## src/hdl/murmur64a_hash_stream_top_defines.svh

```systemverilog
// Assertion macros used by the hash stream controller RTL.
`ifndef MURMUR64A_HASH_STREAM_TOP_DEFINES_SVH
`define MURMUR64A_HASH_STREAM_TOP_DEFINES_SVH

`ifndef SYNTHESIS
`define MH_ASSERT(lbl, prop) \
  lbl: assert property (@(posedge clk) disable iff (!rst_n) (prop)) \
    else $error("assertion failed");
`define MH_ASSERT_RST(lbl, prop) \
  lbl: assert property (@(posedge clk) (prop)) \
    else $error("reset assertion failed");
`else
`define MH_ASSERT(lbl, prop)
`define MH_ASSERT_RST(lbl, prop)
`endif

`endif

```

## src/hdl/mh64_pkg.sv

```systemverilog
// Package with constants, types and command structures of the hash stream block.
package mh64_pkg;

  localparam int LENGTH_WIDTH = 32;
  localparam logic [31:0] LEN_MASK = (LENGTH_WIDTH >= 32) ? 32'hffff_ffff :
                                     32'((64'd1 << LENGTH_WIDTH) - 64'd1);

  localparam logic [63:0] MUL_CONST = 64'hc6a4_a793_5bd1_e995;
  localparam logic [31:0] MUL_LO = MUL_CONST[31:0];
  localparam logic [31:0] MUL_HI = MUL_CONST[63:32];
  localparam int SHIFT_AMT = 47;
  localparam logic [7:0] BYTE_MASK = 8'hff;

  localparam logic [1:0] MUL_FIRST_PHASE = 2'd0;
  localparam logic [1:0] MUL_LAST_PHASE = 2'd2;

  typedef enum logic [2:0] {
    ST_IDLE,
    ST_START,
    ST_LOAD,
    ST_MUL,
    ST_POST
  } state_t;

  typedef enum logic [2:0] {
    STEP_SEED,
    STEP_KMUL1,
    STEP_KMUL2,
    STEP_HMUL,
    STEP_TAIL,
    STEP_FIN
  } step_t;

  typedef struct packed {
    logic       capture;
    logic       load_op;
    logic       mul_en;
    logic [1:0] phase;
    logic       hash_wr;
    logic       out_load;
    step_t      step;
  } mh64_cmd_t;

  typedef struct packed {
    logic first;
    logic last;
    logic full;
    logic tail;
  } mh64_stat_t;

endpackage

```

## src/hdl/mh64_in_if.sv

```systemverilog
// Input channel interface carrying one message word per transfer.
interface mh64_in_if;
  logic        valid;
  logic        ready;
  logic [63:0] data_word;
  logic [3:0]  byte_count;
  logic        first_word;
  logic        last_word;
  logic [31:0] message_length;

  modport source (output valid, data_word, byte_count, first_word, last_word,
                  message_length, input ready);
  modport sink (input valid, data_word, byte_count, first_word, last_word,
                message_length, output ready);
endinterface

```

## src/hdl/mh64_out_if.sv

```systemverilog
// Result channel interface carrying one finished hash per transfer.
interface mh64_out_if;
  logic        valid;
  logic        ready;
  logic [63:0] hash_value;

  modport source (output valid, hash_value, input ready);
  modport sink (input valid, hash_value, output ready);
endinterface

```

## src/hdl/murmur64a_hash_stream_top.sv

```systemverilog
// Top level of the streaming MurmurHash64A block.
// The block hashes a message sent as little-endian 64-bit words, one word per input
// transfer, and sends one 64-bit hash per word marked last. A word is accepted only
// while the block is idle, so the next one waits until the n 64-bit multiplies by
// the constant that the word needs are done: one for seeding on a first word, three
// for a full word, one for a partial word and one for the final avalanche, so n is
// 0 to 5. Each multiply runs as three partial products through one 32x32 multiplier,
// bracketed by an operand load and a write-back cycle.
// A finished hash waits in an output register while the next message word is taken;
// only a second result blocks until the first transfer completes. The seed register
// may be written whenever no message word is in flight.
module murmur64a_hash_stream_top (
  input  logic        clk,
  input  logic        rst_n,
  input  logic        cfg_we,
  input  logic [63:0] cfg_data,
  mh64_in_if.sink     in_chan,
  mh64_out_if.source  out_chan
);

  mh64_pkg::mh64_cmd_t  cmd;
  mh64_pkg::mh64_stat_t stat;

  mh64_ctrl u_ctrl (
    .clk       (clk),
    .rst_n     (rst_n),
    .in_valid  (in_chan.valid),
    .in_ready  (in_chan.ready),
    .out_valid (out_chan.valid),
    .out_ready (out_chan.ready),
    .stat      (stat),
    .cmd       (cmd)
  );

  mh64_dpath u_dpath (
    .clk            (clk),
    .rst_n          (rst_n),
    .cfg_we         (cfg_we),
    .cfg_data       (cfg_data),
    .data_word      (in_chan.data_word),
    .byte_count     (in_chan.byte_count),
    .first_word     (in_chan.first_word),
    .last_word      (in_chan.last_word),
    .message_length (in_chan.message_length),
    .cmd            (cmd),
    .stat           (stat),
    .hash_value     (out_chan.hash_value)
  );

endmodule

```

## src/hdl/mh64_dpath.sv

```systemverilog
// Datapath: word capture, shared 32x32 multiplier, running hash and result register.
module mh64_dpath (
  input  logic               clk,
  input  logic               rst_n,
  input  logic               cfg_we,
  input  logic [63:0]        cfg_data,
  input  logic [63:0]        data_word,
  input  logic [3:0]         byte_count,
  input  logic               first_word,
  input  logic               last_word,
  input  logic [31:0]        message_length,
  input  mh64_pkg::mh64_cmd_t cmd,
  output mh64_pkg::mh64_stat_t stat,
  output logic [63:0]        hash_value
);

  logic [63:0] seed_r;
  logic [63:0] hash_r;
  logic [63:0] word_r;
  logic [31:0] len_r;
  logic [63:0] op_r;
  logic [63:0] acc_r;
  logic [63:0] out_r;
  mh64_pkg::mh64_stat_t stat_r;

  logic [63:0] keep;
  logic [31:0] mul_a;
  logic [31:0] mul_b;
  logic [63:0] prod;
  logic [63:0] acc_nxt;
  logic [63:0] op_nxt;

  always_comb begin
    for (int i = 0; i < 8; i++) begin
      keep[i*8 +: 8] = (byte_count[3] || (4'(i) < byte_count)) ? mh64_pkg::BYTE_MASK : 8'h00;
    end
  end

  // A 64-bit product by the constant is built from three partial products.
  assign mul_a = (cmd.phase == 2'd1) ? op_r[63:32] : op_r[31:0];
  assign mul_b = (cmd.phase == mh64_pkg::MUL_LAST_PHASE) ? mh64_pkg::MUL_HI : mh64_pkg::MUL_LO;
  assign prod  = 64'(mul_a) * 64'(mul_b);
  assign acc_nxt = (cmd.phase == mh64_pkg::MUL_FIRST_PHASE) ? prod :
                   acc_r + {prod[31:0], 32'h0};

  always_comb begin
    unique case (cmd.step)
      mh64_pkg::STEP_SEED:  op_nxt = {32'h0, len_r};
      mh64_pkg::STEP_KMUL1: op_nxt = word_r;
      mh64_pkg::STEP_KMUL2: op_nxt = acc_r ^ (acc_r >> mh64_pkg::SHIFT_AMT);
      mh64_pkg::STEP_HMUL:  op_nxt = hash_r ^ acc_r;
      mh64_pkg::STEP_TAIL:  op_nxt = hash_r ^ word_r;
      mh64_pkg::STEP_FIN:   op_nxt = hash_r ^ (hash_r >> mh64_pkg::SHIFT_AMT);
      default:              op_nxt = word_r;
    endcase
  end

  always_ff @(posedge clk) begin
    if (!rst_n) begin
      seed_r <= '0;
      hash_r <= '0;
      stat_r <= '0;
    end else begin
      if (cfg_we) begin
        seed_r <= cfg_data;
      end
      if (cmd.hash_wr) begin
        hash_r <= (cmd.step == mh64_pkg::STEP_SEED) ? (seed_r ^ acc_r) : acc_r;
      end
      if (cmd.capture) begin
        stat_r.first <= first_word;
        stat_r.last  <= last_word;
        stat_r.full  <= byte_count[3];
        stat_r.tail  <= !byte_count[3] && (byte_count != 4'd0);
      end
    end
  end

  always_ff @(posedge clk) begin
    if (cmd.capture) begin
      word_r <= data_word & keep;
      len_r  <= message_length & mh64_pkg::LEN_MASK;
    end
    if (cmd.load_op) begin
      op_r <= op_nxt;
    end
    if (cmd.mul_en) begin
      acc_r <= acc_nxt;
    end
    if (cmd.out_load) begin
      out_r <= acc_r ^ (acc_r >> mh64_pkg::SHIFT_AMT);
    end
  end

  assign stat = stat_r;
  assign hash_value = out_r;

endmodule

```

## src/hdl/mh64_ctrl.sv

```systemverilog
// Controller: sequences capture, multiply steps, hash updates and result hand-off.
`include "murmur64a_hash_stream_top_defines.svh"

module mh64_ctrl (
  input  logic                 clk,
  input  logic                 rst_n,
  input  logic                 in_valid,
  output logic                 in_ready,
  output logic                 out_valid,
  input  logic                 out_ready,
  input  mh64_pkg::mh64_stat_t stat,
  output mh64_pkg::mh64_cmd_t  cmd
);

  mh64_pkg::state_t state_r, state_nxt;
  mh64_pkg::step_t  step_r, step_nxt;
  logic [1:0]       phase_r, phase_nxt;
  logic             out_valid_r, out_valid_nxt;
  logic             out_free;

  assign out_free = !out_valid_r || out_ready;

  always_comb begin
    state_nxt = state_r;
    step_nxt  = step_r;
    phase_nxt = phase_r;
    unique case (state_r)
      mh64_pkg::ST_IDLE: begin
        if (in_valid) begin
          state_nxt = mh64_pkg::ST_START;
        end
      end
      mh64_pkg::ST_START: begin
        state_nxt = mh64_pkg::ST_LOAD;
        priority if (stat.first) begin
          step_nxt = mh64_pkg::STEP_SEED;
        end else if (stat.full) begin
          step_nxt = mh64_pkg::STEP_KMUL1;
        end else if (stat.tail) begin
          step_nxt = mh64_pkg::STEP_TAIL;
        end else if (stat.last) begin
          step_nxt = mh64_pkg::STEP_FIN;
        end else begin
          state_nxt = mh64_pkg::ST_IDLE;
        end
      end
      mh64_pkg::ST_LOAD: begin
        state_nxt = mh64_pkg::ST_MUL;
        phase_nxt = mh64_pkg::MUL_FIRST_PHASE;
      end
      mh64_pkg::ST_MUL: begin
        if (phase_r == mh64_pkg::MUL_LAST_PHASE) begin
          state_nxt = mh64_pkg::ST_POST;
        end else begin
          phase_nxt = phase_r + 2'd1;
        end
      end
      mh64_pkg::ST_POST: begin
        unique case (step_r)
          mh64_pkg::STEP_SEED: begin
            state_nxt = mh64_pkg::ST_LOAD;
            priority if (stat.full) begin
              step_nxt = mh64_pkg::STEP_KMUL1;
            end else if (stat.tail) begin
              step_nxt = mh64_pkg::STEP_TAIL;
            end else if (stat.last) begin
              step_nxt = mh64_pkg::STEP_FIN;
            end else begin
              state_nxt = mh64_pkg::ST_IDLE;
            end
          end
          mh64_pkg::STEP_KMUL1: begin
            state_nxt = mh64_pkg::ST_LOAD;
            step_nxt  = mh64_pkg::STEP_KMUL2;
          end
          mh64_pkg::STEP_KMUL2: begin
            state_nxt = mh64_pkg::ST_LOAD;
            step_nxt  = mh64_pkg::STEP_HMUL;
          end
          mh64_pkg::STEP_HMUL, mh64_pkg::STEP_TAIL: begin
            if (stat.last) begin
              state_nxt = mh64_pkg::ST_LOAD;
              step_nxt  = mh64_pkg::STEP_FIN;
            end else begin
              state_nxt = mh64_pkg::ST_IDLE;
            end
          end
          mh64_pkg::STEP_FIN: begin
            if (out_free) begin
              state_nxt = mh64_pkg::ST_IDLE;
            end
          end
          default: state_nxt = mh64_pkg::ST_IDLE;
        endcase
      end
      default: state_nxt = mh64_pkg::ST_IDLE;
    endcase
  end

  always_comb begin
    cmd          = '0;
    cmd.step     = step_r;
    cmd.phase    = phase_r;
    cmd.capture  = (state_r == mh64_pkg::ST_IDLE) && in_valid;
    cmd.load_op  = (state_r == mh64_pkg::ST_LOAD);
    cmd.mul_en   = (state_r == mh64_pkg::ST_MUL);
    cmd.hash_wr  = (state_r == mh64_pkg::ST_POST) &&
                   ((step_r == mh64_pkg::STEP_SEED) || (step_r == mh64_pkg::STEP_HMUL) ||
                    (step_r == mh64_pkg::STEP_TAIL));
    cmd.out_load = (state_r == mh64_pkg::ST_POST) && (step_r == mh64_pkg::STEP_FIN) && out_free;
    in_ready     = (state_r == mh64_pkg::ST_IDLE);
  end

  always_comb begin
    out_valid_nxt = out_valid_r;
    if (cmd.out_load) begin
      out_valid_nxt = 1'b1;
    end else if (out_ready) begin
      out_valid_nxt = 1'b0;
    end
  end

  always_ff @(posedge clk) begin
    if (!rst_n) begin
      state_r     <= mh64_pkg::ST_IDLE;
      step_r      <= mh64_pkg::STEP_SEED;
      phase_r     <= mh64_pkg::MUL_FIRST_PHASE;
      out_valid_r <= 1'b0;
    end else begin
      state_r     <= state_nxt;
      step_r      <= step_nxt;
      phase_r     <= phase_nxt;
      out_valid_r <= out_valid_nxt;
    end
  end

  assign out_valid = out_valid_r;

  `MH_ASSERT(a_capture_starts, cmd.capture |=> state_r == mh64_pkg::ST_START)
  `MH_ASSERT(a_result_from_fin, $rose(out_valid_r) |->
    $past(state_r == mh64_pkg::ST_POST && step_r == mh64_pkg::STEP_FIN))
  `MH_ASSERT(a_mul_advance, (state_r == mh64_pkg::ST_MUL && phase_r != mh64_pkg::MUL_LAST_PHASE)
    |=> (state_r == mh64_pkg::ST_MUL && phase_r == $past(phase_r) + 2'd1))
  `MH_ASSERT(a_load_to_mul, state_r == mh64_pkg::ST_LOAD |=>
    (state_r == mh64_pkg::ST_MUL && phase_r == mh64_pkg::MUL_FIRST_PHASE))
  `MH_ASSERT_RST(a_reset_idle, !rst_n |=> (state_r == mh64_pkg::ST_IDLE && !out_valid_r))

endmodule
```

## src/flat_wrapper.sv

```systemverilog
// flat-port wrapper written by rule: the top's interface ports become plain ports
module murmur64a_hash_stream_top_flat 
  (clk, rst_n, cfg_we, cfg_data, in_chan_valid, in_chan_data_word, in_chan_byte_count, in_chan_first_word, in_chan_last_word, in_chan_message_length, in_chan_ready, out_chan_valid, out_chan_hash_value, out_chan_ready);
  mh64_in_if in_chan_i ();
  mh64_out_if out_chan_i ();
  input  logic clk;
  input  logic rst_n;
  input  logic cfg_we;
  input  logic [63:0] cfg_data;
  input wire logic [$bits(in_chan_i.valid)-1:0] in_chan_valid;
  input wire logic [$bits(in_chan_i.data_word)-1:0] in_chan_data_word;
  input wire logic [$bits(in_chan_i.byte_count)-1:0] in_chan_byte_count;
  input wire logic [$bits(in_chan_i.first_word)-1:0] in_chan_first_word;
  input wire logic [$bits(in_chan_i.last_word)-1:0] in_chan_last_word;
  input wire logic [$bits(in_chan_i.message_length)-1:0] in_chan_message_length;
  output wire logic [$bits(in_chan_i.ready)-1:0] in_chan_ready;
  output wire logic [$bits(out_chan_i.valid)-1:0] out_chan_valid;
  output wire logic [$bits(out_chan_i.hash_value)-1:0] out_chan_hash_value;
  input wire logic [$bits(out_chan_i.ready)-1:0] out_chan_ready;
  assign in_chan_i.valid = in_chan_valid;
  assign in_chan_i.data_word = in_chan_data_word;
  assign in_chan_i.byte_count = in_chan_byte_count;
  assign in_chan_i.first_word = in_chan_first_word;
  assign in_chan_i.last_word = in_chan_last_word;
  assign in_chan_i.message_length = in_chan_message_length;
  assign in_chan_ready = in_chan_i.ready;
  assign out_chan_valid = out_chan_i.valid;
  assign out_chan_hash_value = out_chan_i.hash_value;
  assign out_chan_i.ready = out_chan_ready;
  murmur64a_hash_stream_top u_core (.clk(clk), .rst_n(rst_n), .cfg_we(cfg_we), .cfg_data(cfg_data), .in_chan(in_chan_i), .out_chan(out_chan_i));
endmodule
```

## config.mk

```make
export PLATFORM = sky130hd
export DESIGN_NAME = murmur64a_hash_stream_top_flat
export DESIGN_NICKNAME = d
export VERILOG_FILES = /design/src/hdl/mh64_pkg.sv /design/src/hdl/mh64_in_if.sv /design/src/hdl/mh64_out_if.sv /design/src/hdl/murmur64a_hash_stream_top.sv /design/src/hdl/mh64_dpath.sv /design/src/hdl/mh64_ctrl.sv /design/src/flat_wrapper.sv
export VERILOG_INCLUDE_DIRS = /design/src /design/src/hdl
export SDC_FILE = /design/constraint.sdc
export NUM_CORES = 2
export LEC_CHECK = 0
export BUFFER_PORTS_ARGS = -buffer_cell sky130_fd_sc_hd__buf_2
export CORE_AREA = 5 5 345 347
export CTS_CLUSTER_SIZE = 8
export DETAILED_ROUTE_END_ITERATION = 6
export DIE_AREA = 0 0 350 352
export SYNTH_ARGS = -nofsm -noshare
export SYNTH_HDL_FRONTEND = slang
export SYNTH_SLANG_ARGS = --single-unit
export TNS_END_PERCENT = 1
```

## constraint.sdc

```tcl
create_clock -name clk -period 13.1 [get_ports clk]
set_input_delay 0.655 -clock clk [delete_from_list [all_inputs] [get_ports clk]]
set_output_delay 0.655 -clock clk [all_outputs]
set_load 0.03 [all_outputs]
```

==> flow_summary_export.csv <==
group,metric,value,unit
cts,htreeDepth,2,
routing,drc,9,
routing,wl,160000,microns
timing,slew_headroom,0.166,
outcome,violations,"design-rule violations",
logic_synthesis,synth_area_per_cell,10.4,sq um
setup_path,r2r-start,"u_core.u_ctrl.phase_r[1]",
setup_path,r2r_slack,1.87,ns
routing,avgViaCountPerCell,5.47,
cts,cts_tree,"done",
logic_synthesis,synth_top_area_share,0.265,
logic_synthesis,yosys.area.top_type,"fa_1",
finish,regArea,0.0115,sq mm
timing,min_period,11.23,ns
logic_synthesis,synth_cell_types,95,
finish,layout_common_cells,"inv_1 (764), fa_1 (607), ha_1 (436), nand2_1 (354), edfxtp_1 (288)",
timing,fmax,89.0,MHz
cts,clkLatencyLatePin,0.67,ns
logic_synthesis,yosys_warnings,0,
setup_path,slowest_delay,0.93,ns
run,drv_cap,0,
routing,drtIter0Drc,3087,
logic_synthesis,synthCells,4414,
timing,period_share,0.857,
setup_path,cpMostUsedCell,"ha_1",
timing,fin_setup_tns,0,ns
setup_path,worstRegToRegCells,36,
global_routing,gr-total-overflow,0,
routing,ant_nets,0,
logic_synthesis,synth_seq_cells,429,
timing,skew,0.0730,ns
timing,finalSetupViolations,0,
logic_synthesis,synth_seq_area_share,0.250,
cts,cts_buffer_depth,3,
global_routing,antenna_found_initial,8,
setup_path,arrival,11.56,ns
cts,path_clk_slew,0.05,ns
setup_path,reg2reg_to,"u_core.u_dpath.acc_r[59]",
logic_synthesis,synthFlopType,"edfxtp_1",
global_routing,grt_pass1_wl,237000,microns
setup_path,cp.required,13.43,ns
cts,cts_hold_buf,0,
floorplanning,dieArea,0.123,sq mm
setup_path,worstSetupEndpoint,"u_core.u_dpath.acc_r[59]",
finish,drive_above_1_share,0.0951,
timing,max_slew.worst_pin.slew,1.25,ns
floorplanning,die_y,352,microns
routing,vias,33900,
place,place.gp.congestion,0.978,
finish,fin_nets,5825,
setup_path,cp_slowest_cell,"mux2i_1",
setup_path,cp_max_fo,13,
timing,final.hold.worst_slack,0.161,ns
timing,drv_slew,0,
finish,layout_commonest_cell,"inv_1",
floorplanning,fp.dieW,350,microns
floorplanning,rows,125,
finish,multi_input_area,0.0309,sq mm
global_routing,track_usage,0.258,
global_routing,grt_max_degree,82,
finish,nFillCells,11100,
finish,syn2layout_area_growth,10.3,%
floorplanning,initial_core_util,0.397,
hold_path,worstHoldPathType,"in2reg",
logic_synthesis,async_reset_ff_frac,0,
hold_path,min_from,"in_chan_message_length[9]",
routing,dr.pass1.iters,7,
cts,numCtsBuffers,60,
finish,fin_util,0.438,
floorplanning,coreArea,0.116,sq mm
timing,hold_viol_final,0,
floorplanning,top_level_ports,237,
timing,rsz0062_at_grt,"no",
setup_path,crit_type,"reg2reg",
logic_synthesis,synth-edff-count,288,
cts,post_cts_resized,0,
logic_synthesis,synth_area_leaders,"fa_1 (26%), edfxtp_1 (19%), ha_1 (12%)",
cts,cts_root_buffer,"clkbuf_16",
outcome,outcome,"finished with violations",
place,hpwl,129000,microns
routing,route.detailed.wl_per_inst,25.9,microns
cts,clock_sinks,429,
global_routing,grt_pass1_vias,35000,
setup_path,crit_start,"u_core.u_ctrl.phase_r[1]",
setup_path,worstSetupStartpointType,"flop",
place,portBuffers,236,
setup_path,cp-end-kind,"flop",
logic_synthesis,netlist_area,0.0459,sq mm
cts,cts_setup_buffers,0,
[flip-flops by register name, summed over array words and instances (netlist names), 4 cells and up]
name / cells
u_core.u_dpath.acc_r: 64
u_core.u_dpath.hash_r: 64
u_core.u_dpath.hash_value: 64
u_core.u_dpath.len_r: 32
u_core.u_dpath.op_r: 64
u_core.u_dpath.seed_r: 64
u_core.u_dpath.stat: 4
u_core.u_dpath.word_r: 64
[worst max-delay path, delay by kind of cell, from the launching register on]
family | cells | cell delay [ns]
XOR/XNOR | 3 | 0.61
flip-flops | 1 | 0.36
buffers and inverters | 5 | 1.37
AO/OA/AOI/OAI | 10 | 1.96
adder cells (fa/ha/maj) | 11 | 4.26
AND/OR/NAND/NOR | 5 | 1.37
multiplexers | 2 | 1.01
[cell type report]
class | count | area share
well taps | 1524 | 0.0377
clock inverters | 4 | 0.00168
diodes | 4 | 0.000198
clock buffers | 109 | 0.0341
repair buffers | 294 | 0.0321
inverters | 770 | 0.0571
multi-input cells | 3052 | 0.611
flip-flops and latches | 429 | 0.227
[through the flow]
| step | cells | area [sq um] | setup WS, ns |
|---|---|---|---|
| 2_1_floorplan | 4415 | 45900 | 3.79 |
| 3_3_place_gp | 6068 | 48800 | 1.88 |
| 3_5_place_dp | 6069 | 48800 | 1.93 |
| 4_1_cts | 6182 | 50600 | 1.90 |
| 5_1_grt | 6182 | 50600 | 1.49 |
| 6_report | 6186 | 50600 | 1.87 |
[synth_stat cells, types with 9 or more instances]
cell	n
inv_1	765
nor2_1	187
mux2_2	10
a31oi_1	17
o211a_1	65
or2_2	19
o21ai_1	15
a222oi_1	17
a22oi_1	35
nand4_1	17
edfxtp_1	288
o211ai_1	26
xnor2_1	98
a221o_1	34
dfxtp_1	141
o21bai_1	20
xor2_1	155
o21ai_0	72
and2_1	58
and3_1	13
nand3_1	25
nor3_1	15
a21o_1	88
buf_2	9
o221ai_1	38
nor2b_1	168
nand2b_1	21
a211oi_1	14
nand2_1	354
mux2i_1	131
a221oi_1	16
clkbuf_1	130
buf_1	13
ha_1	440
a21oi_1	159
fa_1	607
[how the worst min path moves through the flow]
| stage | endpoint | slack [ns] | cells past startpoint |
|---|---|---|---|
| 2_1_floorplan | u_core.u_dpath.hash_value[63] | 0.42 | 0 |
| 3_3_place_gp | u_core.u_dpath.seed_r[11] | 0.50 | 2 |
| 3_5_place_dp | u_core.u_dpath.seed_r[0] | 0.50 | 2 |
| 4_1_cts | u_core.u_dpath.len_r[9] | 0.13 | 1 |
| 5_1_grt | u_core.u_dpath.len_r[9] | 0.14 | 1 |
| 6_report | u_core.u_dpath.len_r[9] | 0.16 | 1 |
[metal layers]
metal / routed length (microns) / vias up / global-route usage
met2: 71500 / 1474 / 0.401
met5: 24 / - / 0
met1: 69600 / 17100 / 0.367
met4: 5140 / 4 / 0.0712
li1: - / 15000 / -
met3: 13700 / 268 / 0.0562
[cell families after synthesis]
logic type | share of synthesized area
multiplexers | 0.0313
buffers and inverters | 0.0783
flip-flops | 0.250
AND/OR/NAND/NOR | 0.0954
adder cells (fa/ha/maj) | 0.385
XOR/XNOR | 0.0488
AO/OA/AOI/OAI | 0.111
other | 0.000164
Power is not shown: default switching activity piles up to over one toggle a cycle in this logic, so the estimate is an artifact.
